===== src/rtl/gbl_pkg.sv =====
// Shared constants, types and helpers for the bit-field layout packer.
package gbl_pkg;

   localparam int MAX_VARS  = 64;
   localparam int WORD_BITS = 32;
   localparam int IDX_W     = 6;
   localparam int CNT_W     = 7;
   localparam int WID_W     = 6;
   localparam int SHF_W     = 5;
   localparam int ATTR_W    = WID_W + 2;
   localparam int PLACE_W   = IDX_W + SHF_W;

   localparam logic [1:0] CLS_PUB  = 2'b00;
   localparam logic [1:0] CLS_PRIV = 2'b01;

   typedef struct packed {
      logic load;
      logic start;
      logic scan_start;
      logic scan_run;
      logic place;
      logic own_start;
      logic own_run;
      logic emit_start;
      logic emit_ld;
   } cmd_type;

   typedef struct packed {
      logic rem_zero;
      logic last_place;
      logic scan_done;
      logic own_done;
      logic out_free;
      logic emit_last;
   } sts_type;

   // bit length of max(count-1,1), capped at the word width
   function automatic logic [WID_W-1:0] bits_needed(input logic [32:0] count);
      logic [32:0] v;
      logic [WID_W:0] n;
      v = (count > 33'd1) ? count - 33'd1 : 33'd1;
      n = '0;
      for (int i = 0; i < 33; i++) begin
         if (v[i]) begin
            n = (WID_W+1)'(i + 1);
         end
      end
      if (n > (WID_W+1)'(WORD_BITS)) begin
         n = (WID_W+1)'(WORD_BITS);
      end
      return n[WID_W-1:0];
   endfunction

   function automatic logic [WORD_BITS-1:0] field_mask(input logic [WID_W-1:0] len,
                                                        input logic [SHF_W-1:0] shift);
      logic [WORD_BITS-1:0] ones;
      ones = (len >= WID_W'(WORD_BITS)) ? '1 : ((WORD_BITS'(1) << len) - WORD_BITS'(1));
      return ones << shift;
   endfunction

endpackage


===== src/rtl/gbl_ctrl.sv =====
// Sequencing state machine for the layout packer.
module gbl_ctrl (
   input  logic             clock,
   input  logic             reset,
   input  logic             req_tvalid,
   input  logic             req_tlast,
   output logic             req_tready,
   input  gbl_pkg::sts_type sts,
   output gbl_pkg::cmd_type cmd
);
   import gbl_pkg::*;

   typedef enum logic [6:0] {
      S_LOAD    = 7'b0000001,
      S_START   = 7'b0000010,
      S_SCAN    = 7'b0000100,
      S_PLACE   = 7'b0001000,
      S_OWN     = 7'b0010000,
      S_EMIT_RD = 7'b0100000,
      S_EMIT_LD = 7'b1000000
   } state_type;

   state_type state_ff, state_in;

   always_ff @(posedge clock) begin
      if (reset) begin
         state_ff <= S_LOAD;
      end else begin
         state_ff <= state_in;
      end
   end

   always_comb begin
      state_in   = state_ff;
      cmd        = '0;
      req_tready = 1'b0;
      case (state_ff)
         S_LOAD: begin
            req_tready = 1'b1;
            cmd.load   = req_tvalid;
            if (req_tvalid && req_tlast) begin
               state_in = S_START;
            end
         end
         S_START: begin
            cmd.start = 1'b1;
            if (sts.rem_zero) begin
               cmd.own_start = 1'b1;
               state_in      = S_OWN;
            end else begin
               cmd.scan_start = 1'b1;
               state_in       = S_SCAN;
            end
         end
         S_SCAN: begin
            cmd.scan_run = 1'b1;
            if (sts.scan_done) begin
               state_in = S_PLACE;
            end
         end
         S_PLACE: begin
            cmd.place = 1'b1;
            if (sts.last_place) begin
               cmd.own_start = 1'b1;
               state_in      = S_OWN;
            end else begin
               cmd.scan_start = 1'b1;
               state_in       = S_SCAN;
            end
         end
         S_OWN: begin
            cmd.own_run = 1'b1;
            if (sts.own_done) begin
               cmd.emit_start = 1'b1;
               state_in       = S_EMIT_RD;
            end
         end
         S_EMIT_RD: begin
            state_in = S_EMIT_LD;
         end
         S_EMIT_LD: begin
            if (sts.out_free) begin
               cmd.emit_ld = 1'b1;
               state_in    = sts.emit_last ? S_LOAD : S_EMIT_RD;
            end
         end
         default: begin
            state_in = S_LOAD;
         end
      endcase
   end

endmodule


===== src/rtl/gbl_dp.sv =====
// Datapath: descriptor and placement memories, scan, totals and result register.
module gbl_dp (
   input  logic             clock,
   input  logic             reset,
   input  gbl_pkg::cmd_type cmd,
   output gbl_pkg::sts_type sts,
   input  logic [39:0]      req_tdata,
   input  logic [1:0]       req_tuser,
   output logic             rsp_tvalid,
   input  logic             rsp_tready,
   output logic [119:0]     rsp_tdata,
   output logic             rsp_tlast
);
   import gbl_pkg::*;

   logic [ATTR_W-1:0]  attr_mem  [MAX_VARS];
   logic [PLACE_W-1:0] place_mem [MAX_VARS];
   logic [ATTR_W-1:0]  attr_q_ff;
   logic [PLACE_W-1:0] place_q_ff;

   logic [CNT_W-1:0]    n_ff, left_pub_ff, left_priv_ff, word_cnt_ff, addr_ff;
   logic [WID_W:0]      filled_ff;
   logic [MAX_VARS-1:0] placed_ff;
   logic                chk_vld_ff;
   logic [IDX_W-1:0]    chk_idx_ff;
   logic                best_found_ff;
   logic [IDX_W-1:0]    best_idx_ff;
   logic [WID_W-1:0]    best_w_ff;
   logic                pub_seen_ff, priv_seen_ff;
   logic [IDX_W-1:0]    pub_last_ff, priv_first_ff, priv_last_ff;
   logic [WORD_BITS-1:0] pub_mask_ff, priv_mask_ff;

   logic             out_vld_ff, out_last_ff;
   logic [119:0]     out_data_ff;

   logic [1:0]       in_cls;
   logic [WID_W-1:0] q_w;
   logic [1:0]       q_cls;
   logic [1:0]       tgt_cls;
   logic             addr_more;
   logic             cand;
   logic [WID_W:0]   fill_new;
   logic [SHF_W-1:0] pl_shift;
   logic [IDX_W-1:0] pl_word;
   logic [WORD_BITS-1:0] pl_mask;
   logic             pl_pub;
   logic             place_we;
   logic [IDX_W-1:0] place_wa;
   logic [PLACE_W-1:0] place_wd;
   logic [CNT_W-1:0] priv_words;
   logic             emit_last;

   assign in_cls    = {req_tuser[1], req_tuser[0]};
   assign q_w       = attr_q_ff[WID_W-1:0];
   assign q_cls     = attr_q_ff[ATTR_W-1:WID_W];
   assign tgt_cls   = (left_pub_ff != '0) ? CLS_PUB : CLS_PRIV;
   assign addr_more = addr_ff < n_ff;

   // widest unplaced field of the active class that fits, lowest index on ties
   assign cand = chk_vld_ff && (q_cls == tgt_cls) && !placed_ff[chk_idx_ff]
              && ({1'b0, q_w} <= (WID_W+1)'(WORD_BITS) - filled_ff)
              && (!best_found_ff || q_w > best_w_ff);

   assign fill_new = filled_ff + {1'b0, best_w_ff};
   assign pl_shift = SHF_W'((WID_W+1)'(WORD_BITS) - fill_new);
   assign pl_word  = IDX_W'(word_cnt_ff - CNT_W'(1));
   assign pl_mask  = field_mask(best_w_ff, pl_shift);
   assign pl_pub   = (left_pub_ff != '0);

   always_comb begin
      place_we = 1'b0;
      place_wa = best_idx_ff;
      place_wd = {pl_word, pl_shift};
      if (cmd.place && best_found_ff) begin
         place_we = 1'b1;
      end else if (cmd.own_run && chk_vld_ff && q_cls[1]) begin
         place_we = 1'b1;
         place_wa = chk_idx_ff;
         place_wd = {word_cnt_ff[IDX_W-1:0], SHF_W'(0)};
      end
   end

   always_ff @(posedge clock) begin
      if (cmd.load && n_ff < CNT_W'(MAX_VARS)) begin
         attr_mem[n_ff[IDX_W-1:0]] <= {in_cls, bits_needed(req_tdata[32:0])};
      end
      if (place_we) begin
         place_mem[place_wa] <= place_wd;
      end
      attr_q_ff  <= attr_mem[addr_ff[IDX_W-1:0]];
      place_q_ff <= place_mem[addr_ff[IDX_W-1:0]];
   end

   assign priv_words = priv_seen_ff ? CNT_W'(priv_last_ff - priv_first_ff) + CNT_W'(1) : '0;
   assign emit_last  = (addr_ff + CNT_W'(1)) == n_ff;

   always_ff @(posedge clock) begin
      if (reset) begin
         n_ff         <= '0;
         left_pub_ff  <= '0;
         left_priv_ff <= '0;
         chk_vld_ff   <= 1'b0;
         out_vld_ff   <= 1'b0;
      end else begin
         if (cmd.load && n_ff < CNT_W'(MAX_VARS)) begin
            n_ff <= n_ff + CNT_W'(1);
            if (in_cls == CLS_PUB) begin
               left_pub_ff <= left_pub_ff + CNT_W'(1);
            end
            if (in_cls == CLS_PRIV) begin
               left_priv_ff <= left_priv_ff + CNT_W'(1);
            end
         end
         if (cmd.place && best_found_ff) begin
            if (pl_pub) begin
               left_pub_ff <= left_pub_ff - CNT_W'(1);
            end else begin
               left_priv_ff <= left_priv_ff - CNT_W'(1);
            end
         end
         if (cmd.scan_start || cmd.own_start || cmd.emit_start) begin
            chk_vld_ff <= 1'b0;
         end else if (cmd.scan_run || cmd.own_run) begin
            chk_vld_ff <= addr_more;
         end
         if (cmd.emit_ld) begin
            out_vld_ff <= 1'b1;
            if (emit_last) begin
               n_ff <= '0;
            end
         end else if (rsp_tready) begin
            out_vld_ff <= 1'b0;
         end
      end
   end

   always_ff @(posedge clock) begin
      if (cmd.scan_start || cmd.own_start || cmd.emit_start) begin
         addr_ff <= '0;
      end else if ((cmd.scan_run || cmd.own_run) && addr_more) begin
         addr_ff    <= addr_ff + CNT_W'(1);
         chk_idx_ff <= addr_ff[IDX_W-1:0];
      end else if (cmd.emit_ld) begin
         addr_ff <= addr_ff + CNT_W'(1);
      end

      if (cmd.scan_start) begin
         best_found_ff <= 1'b0;
      end else if (cmd.scan_run && cand) begin
         best_found_ff <= 1'b1;
         best_idx_ff   <= chk_idx_ff;
         best_w_ff     <= q_w;
      end

      if (cmd.start) begin
         word_cnt_ff  <= (left_pub_ff != '0 || left_priv_ff != '0) ? CNT_W'(1) : '0;
         filled_ff    <= '0;
         placed_ff    <= '0;
         pub_seen_ff  <= 1'b0;
         priv_seen_ff <= 1'b0;
         pub_last_ff  <= '0;
         pub_mask_ff  <= '0;
         priv_first_ff <= '0;
         priv_last_ff <= '0;
         priv_mask_ff <= '0;
      end else if (cmd.place) begin
         if (best_found_ff) begin
            placed_ff[best_idx_ff] <= 1'b1;
            filled_ff <= fill_new;
            if (pl_pub) begin
               pub_seen_ff <= 1'b1;
               pub_last_ff <= pl_word;
               if (!pub_seen_ff || pl_word != pub_last_ff) begin
                  pub_mask_ff <= pl_mask;
               end else begin
                  pub_mask_ff <= pub_mask_ff | pl_mask;
               end
            end else begin
               priv_seen_ff <= 1'b1;
               priv_last_ff <= pl_word;
               if (!priv_seen_ff) begin
                  priv_first_ff <= pl_word;
                  priv_mask_ff  <= pl_mask;
               end else if (pl_word == priv_first_ff) begin
                  priv_mask_ff <= priv_mask_ff | pl_mask;
               end
            end
         end else begin
            // nothing fits: open a fresh word
            word_cnt_ff <= word_cnt_ff + CNT_W'(1);
            filled_ff   <= '0;
         end
      end else if (cmd.own_run && chk_vld_ff && q_cls[1]) begin
         word_cnt_ff <= word_cnt_ff + CNT_W'(1);
      end

      if (cmd.emit_ld) begin
         out_last_ff <= emit_last;
         out_data_ff <= {7'd0, priv_words, priv_mask_ff, priv_first_ff, pub_mask_ff,
                         pub_last_ff, word_cnt_ff,
                         (q_cls[1] ? WID_W'(WORD_BITS) : q_w),
                         place_q_ff[SHF_W-1:0], place_q_ff[PLACE_W-1:SHF_W],
                         addr_ff[IDX_W-1:0]};
      end
   end

   assign sts.rem_zero   = (left_pub_ff == '0) && (left_priv_ff == '0);
   assign sts.last_place = best_found_ff && (left_pub_ff + left_priv_ff == CNT_W'(1));
   assign sts.scan_done  = !addr_more && !chk_vld_ff;
   assign sts.own_done   = !addr_more && !chk_vld_ff;
   assign sts.out_free   = !out_vld_ff || rsp_tready;
   assign sts.emit_last  = emit_last;

   assign rsp_tvalid = out_vld_ff;
   assign rsp_tdata  = out_data_ff;
   assign rsp_tlast  = out_last_ff;

endmodule


===== src/rtl/greedy_bitfield_layout_packer.sv =====
// Top level of the greedy bit-field layout packer.
// Loading: one descriptor transfer per cycle in the load state; the next batch is taken
// only after the last result is loaded. After the last of n descriptors, each placement
// step rescans the n-entry memory: one step per public or private variable plus one per
// word closed early. An own-word pass follows; results then leave one at a time.
// Reset (synchronous, active high) empties the batch and the result register.
module greedy_bitfield_layout_packer (
   input  logic         clock,
   input  logic         reset,
   input  logic         req_tvalid,
   output logic         req_tready,
   input  logic [39:0]  req_tdata,  // value_count[32:0], zero pad
   input  logic [1:0]   req_tuser,  // priv_flag[0], own_word[1]
   input  logic         req_tlast,  // last_var
   output logic         rsp_tvalid,
   input  logic         rsp_tready,
   output logic [119:0] rsp_tdata,  // var_index, word_pos, bit_shift, bit_len,
                                    // total_words, pub_top_word, pub_last_mask,
                                    // priv_first_word, priv_first_mask, priv_words
   output logic         rsp_tlast   // last_result
);
   import gbl_pkg::*;

   cmd_type cmd;
   sts_type sts;

   gbl_ctrl u_ctrl (
      .clock      (clock),
      .reset      (reset),
      .req_tvalid (req_tvalid),
      .req_tlast  (req_tlast),
      .req_tready (req_tready),
      .sts        (sts),
      .cmd        (cmd)
   );

   gbl_dp u_dp (
      .clock      (clock),
      .reset      (reset),
      .cmd        (cmd),
      .sts        (sts),
      .req_tdata  (req_tdata),
      .req_tuser  (req_tuser),
      .rsp_tvalid (rsp_tvalid),
      .rsp_tready (rsp_tready),
      .rsp_tdata  (rsp_tdata),
      .rsp_tlast  (rsp_tlast)
   );

endmodule

===== config.mk =====
export PLATFORM = sky130hd
export DESIGN_NAME = greedy_bitfield_layout_packer
export DESIGN_NICKNAME = d
export VERILOG_FILES = /design/src/rtl/gbl_pkg.sv /design/src/rtl/gbl_ctrl.sv /design/src/rtl/gbl_dp.sv /design/src/rtl/greedy_bitfield_layout_packer.sv
export SDC_FILE = /design/constraint.sdc
export NUM_CORES = 2
export LEC_CHECK = 0
export BUFFER_PORTS_ARGS = -buffer_cell sky130_fd_sc_hd__buf_4
export CAP_MARGIN = 20
export CORE_MARGIN = 1.5
export CORE_UTILIZATION = 55
export DETAILED_ROUTE_END_ITERATION = 10
export PLACE_DENSITY_LB_ADDON = 0.2
export SYNTH_ARGS = -nofsm -noshare
export SYNTH_HDL_FRONTEND = slang
export SYNTH_SLANG_ARGS = --single-unit

===== constraint.sdc =====
create_clock -name clock -period 6.1 [get_ports clock]
set_input_delay 1.22 -clock clock [delete_from_list [all_inputs] [get_ports clock]]
set_output_delay 1.22 -clock clock [all_outputs]
set_load 0.02 [all_outputs]

==> reports/summary.md <==
In this design, the stage delay of the slowest critical-path cell is 0.67 ns. The final HPWL from detailed placement is 94.2 mm. After detailed routing, the number of vias per cell comes to 6.33. The final count of hold timing violations is 0, and the first-pass GRT wire length is 225 mm. The worst setup path is captured at a flip-flop.

The final route contains 36100 vias. The H-tree was split into 4 levels. Headroom to the max-slew limit came out at 25.0%. The run gives 0 as the setup fix buffers added after clock tree synthesis. Dividing total power by cell area gives a power density of 364 nW/um^2. The number of hold-repair buffers added at the cts stage was 0; the share of the core filled with cells was 62.4%. The width of the die was 348 um; the sum of negative setup slack was 0 ns. The maximum operating frequency is 221 MHz, and the post-route fraction of the period consumed by the critical path is 74.1%. In this run the mean area of a mapped cell was 17.0 um^2. At the end of the flow, the number of nets in the layout was 4155. Among all cell types in the netlist, the one instantiated most often is edfxtp_1.

The most used flip-flop cell after synthesis is edfxtp_1. For the critical path arrival, the log shows 5.19 ns. The first TritonRoute pass finished after 6 iterations.

Clock skew on the completed layout was measured at 0.0331 ns. Number of library cell types mapped by synthesis: 111. The slowest stage cell on the critical path was nor2_1.

In this run the static leakage power is 0.0235 uW. Across every metal layer, demand over resource in global routing totals 25.1%. STA classifies the critical path startpoint as a flip-flop. Once routing completed, OpenROAD measured the worst setup slack at 1.58 ns. In this run, the number of DRC markers left after iteration 0 of detailed routing was 4277. Cells with a size suffix above 1 make up 23.9% of the layout. The I/O pin total is 170, and the final worst hold slack is 0.404 ns. In the global route stage, met3 resource usage came out at 4.60%.

The congestion estimate from routability-driven global placement came to 0.906. The class of the tightest hold or removal check is reg -> reg. The setup check on the worst reg-to-reg path leaves a slack of 1.58 ns. Traced cell by cell, the critical path runs through buf_4 -> nor4_2 -> nand3_1 -> ha_1 -> nor2_1 -> a41o_1 -> a21oi_1 -> a21boi_0 -> a31o_1 -> mux2_2 -> a32oi_1 -> o21ai_1. By area the synthesized netlist is led by edfxtp_1 62%, mux4_2 15%, dfxtp_1 6.5%. The proportion of synthesized chip area in sequential cells is 68.8%. Once detail routing completed, the nets flagged for antenna violations numbered 0.

The number of cell rows is 126. The clock tree root buffer cell was clkbuf_16. For met1 alone, demand over resource in global routing was 37.3%. The post-cts repair resize count came out at 0. The post-synthesis instance area is 65300 um^2. Setup repair after global routing left no endpoint under its margin.

Port buffering added 155 buffers. The logs give 121000 um^2 for the area enclosed by the die boundary and 0 for the DRC violations left. IR analysis of the VDD net gives a maximum drop of 0.000428 V. After global routing the overflow that remains totals 0. The final-layout fill cell count was 8341; the setup-violating endpoint count in the final report was 0. The via count of the first global-routing pass was 34900; the proportion of netlist area held by the largest area contributor was 62.3%.

The routed design has 151 mm of wire. The die outline height is 348 um, and the number of buffers created by CTS is 157. The area growth from synthesis to layout is 12.7%. The largest area contributor in the netlist is edfxtp_1.

The routed wirelength normalized by instance count came out at 26.5 um. Counting flops with an async set or reset pin after synthesis yields a share of 0%. The number of max-slew violations in the final report came out at 0. For this design, the sink count on the clock tree is 1567.

In this run the deepest clock path goes through 3 buffers. Along the worst path, the maximum fanout reaches 28. The clock period could shrink to 4.52 ns. Once the floorplan was initialized, standard cells occupied 55.4% of the core.

After clock tree synthesis, the clock-pin slew on the worst setup and hold paths is 0.06 ns. The number of enable-type register cells in the synthesized netlist came out at 1355. Before CTS, the worst setup slack after placement is 1.08 ns.

The core region is 118000 um^2. At the pin with the least slew margin, the transition time is 1.12 ns. The clock reaches the later pin of the worst-skew pair after 0.77 ns. TritonCTS built the clock tree. The area of all placed cells without fillers is 73600 um^2, and the largest net degree at the start of global routing is 140. The number of max-cap violations is 0.

Type of the worst setup path: reg -> reg. The met2 global-route usage was 38.6%; the number of register bits inferred by synthesis was 1567. The layer flagged by global routing as most heavily used is met2. By count the netlist is led by 1355 x edfxtp_1, 421 x mux4_2, 326 x nor2_1.

The logs give 2 for the number of antenna violations at the first check in global routing and 68600 um^2 for the placement-stage cell area. The flow ran to the end, and the final reports show no timing, DRC or antenna violations. The number of standard cells after synthesis came out at 3842. STA puts the critical path data required time at 6.77 ns.

Warning count from the yosys run: 0.
==> per-layer routing <==
layer,routed length [um],share of wire [%],vias to the layer above
li1,-,-,15800
met1,65400,43,18600
met2,70700,47,1567
met3,11800,7.8,208
met4,3310,2.2,0
met5,0,0,-
==> flip-flops by register name (all words and copies together) (netlist names), 7 cells and up <==
signal,cells
u_ctrl.state_ff,7
u_dp.addr_ff,7
u_dp.attr_mem,512
u_dp.attr_q_ff,8
u_dp.filled_ff,7
u_dp.left_priv_ff,7
u_dp.left_pub_ff,7
u_dp.n_ff,7
u_dp.place_mem,704
u_dp.place_q_ff,11
u_dp.placed_ff,64
u_dp.priv_mask_ff,32
u_dp.pub_mask_ff,32
u_dp.rsp_tdata,113
u_dp.word_cnt_ff,7
==> cells in the final DEF (no fill, tap or decap), drive strengths merged, types with 10 or more instances in the layout <==
master and n:
or3 15, nor4b 10, ha 55, xor2 31
o211ai 14, mux2i 13, o21ai 152, a21oi 84
edfxtp 1355, nand3 63, nand2b 28, buf 269
a22oi 45, nand2 187, clkinv 54, and2 22
o31ai 11, nor4 23, nor2 328, mux4 421
inv 65, nor2b 31, or4 11, a31oi 21
a211oi 40, and3 17, a22o 20, or2 13
clkbuf 216, nand4 21, nor3 64, o21a 20
a21o 12, o22ai 17, mux2 10, xnor2 47
dfxtp 212
==> critical path, delay by kind of cell, from the launching register on <==
family          cells  cell delay, ns
fa+ha+maj           1            0.53
flops               1            0.63
mux                 1            0.30
buf+inv             1            0.30
simple gates        3            1.24
compound gates      6            1.42
==> worst paths after layout <==
path / end / start / cells past startpoint
max: u_dp.priv_mask_ff[30] / u_dp.best_w_ff[2] / 12
min: u_dp.rsp_tdata[14] / u_dp.place_q_ff[2] / 0
max reg2reg: u_dp.priv_mask_ff[30] / u_dp.best_w_ff[2] / 12
min reg2reg: u_dp.rsp_tdata[14] / u_dp.place_q_ff[2] / 0
==> final cells by class <==
| class | instances | area (um^2) | area share (%) |
|---|---|---|---|
| Antenna cell | 1 | 2.50 | 0.00340 |
| Clock buffer | 216 | 4330 | 5.88 |
| Clock inverter | 70 | 658 | 0.894 |
| Inverter | 61 | 234 | 0.318 |
| Multi-Input combinational cell | 1994 | 19400 | 26.3 |
| Sequential cell | 1567 | 44900 | 61.1 |
| Tap cell | 1536 | 1920 | 2.61 |
| Timing Repair Buffer | 269 | 2120 | 2.88 |
==> power by group <==
group          leakage (uW)  internal (uW)  switching [uW]  total (uW)
Clock               0.00243           5330            3970        9300
Combinational       0.00712           2470            2710        5180
Sequential           0.0139          11900             373       12300
==> cell families (layout without fill, tap and decap cells) <==
group	after synthesis	in the layout	synth area share [%]
compound gates	541	541	5.64
mux	444	444	14.9
simple gates	862	862	6.44
other cells	1	8	0.00574
flops	1567	1567	68.8
xor+xnor	82	82	1.21
fa+ha+maj	58	58	1.15
buf+inv	287	616	1.87
==> metrics by stage <==
step | std cells | power [uW]
floorplan | 3848 | 16000
global placement | 5419 | 17700
detailed placement | 5421 | 17800
CTS | 5707 | 27000
global route | 5713 | 27700
finish | 5714 | 26800
No activity file was read; power rests on OpenSTA's default activity.
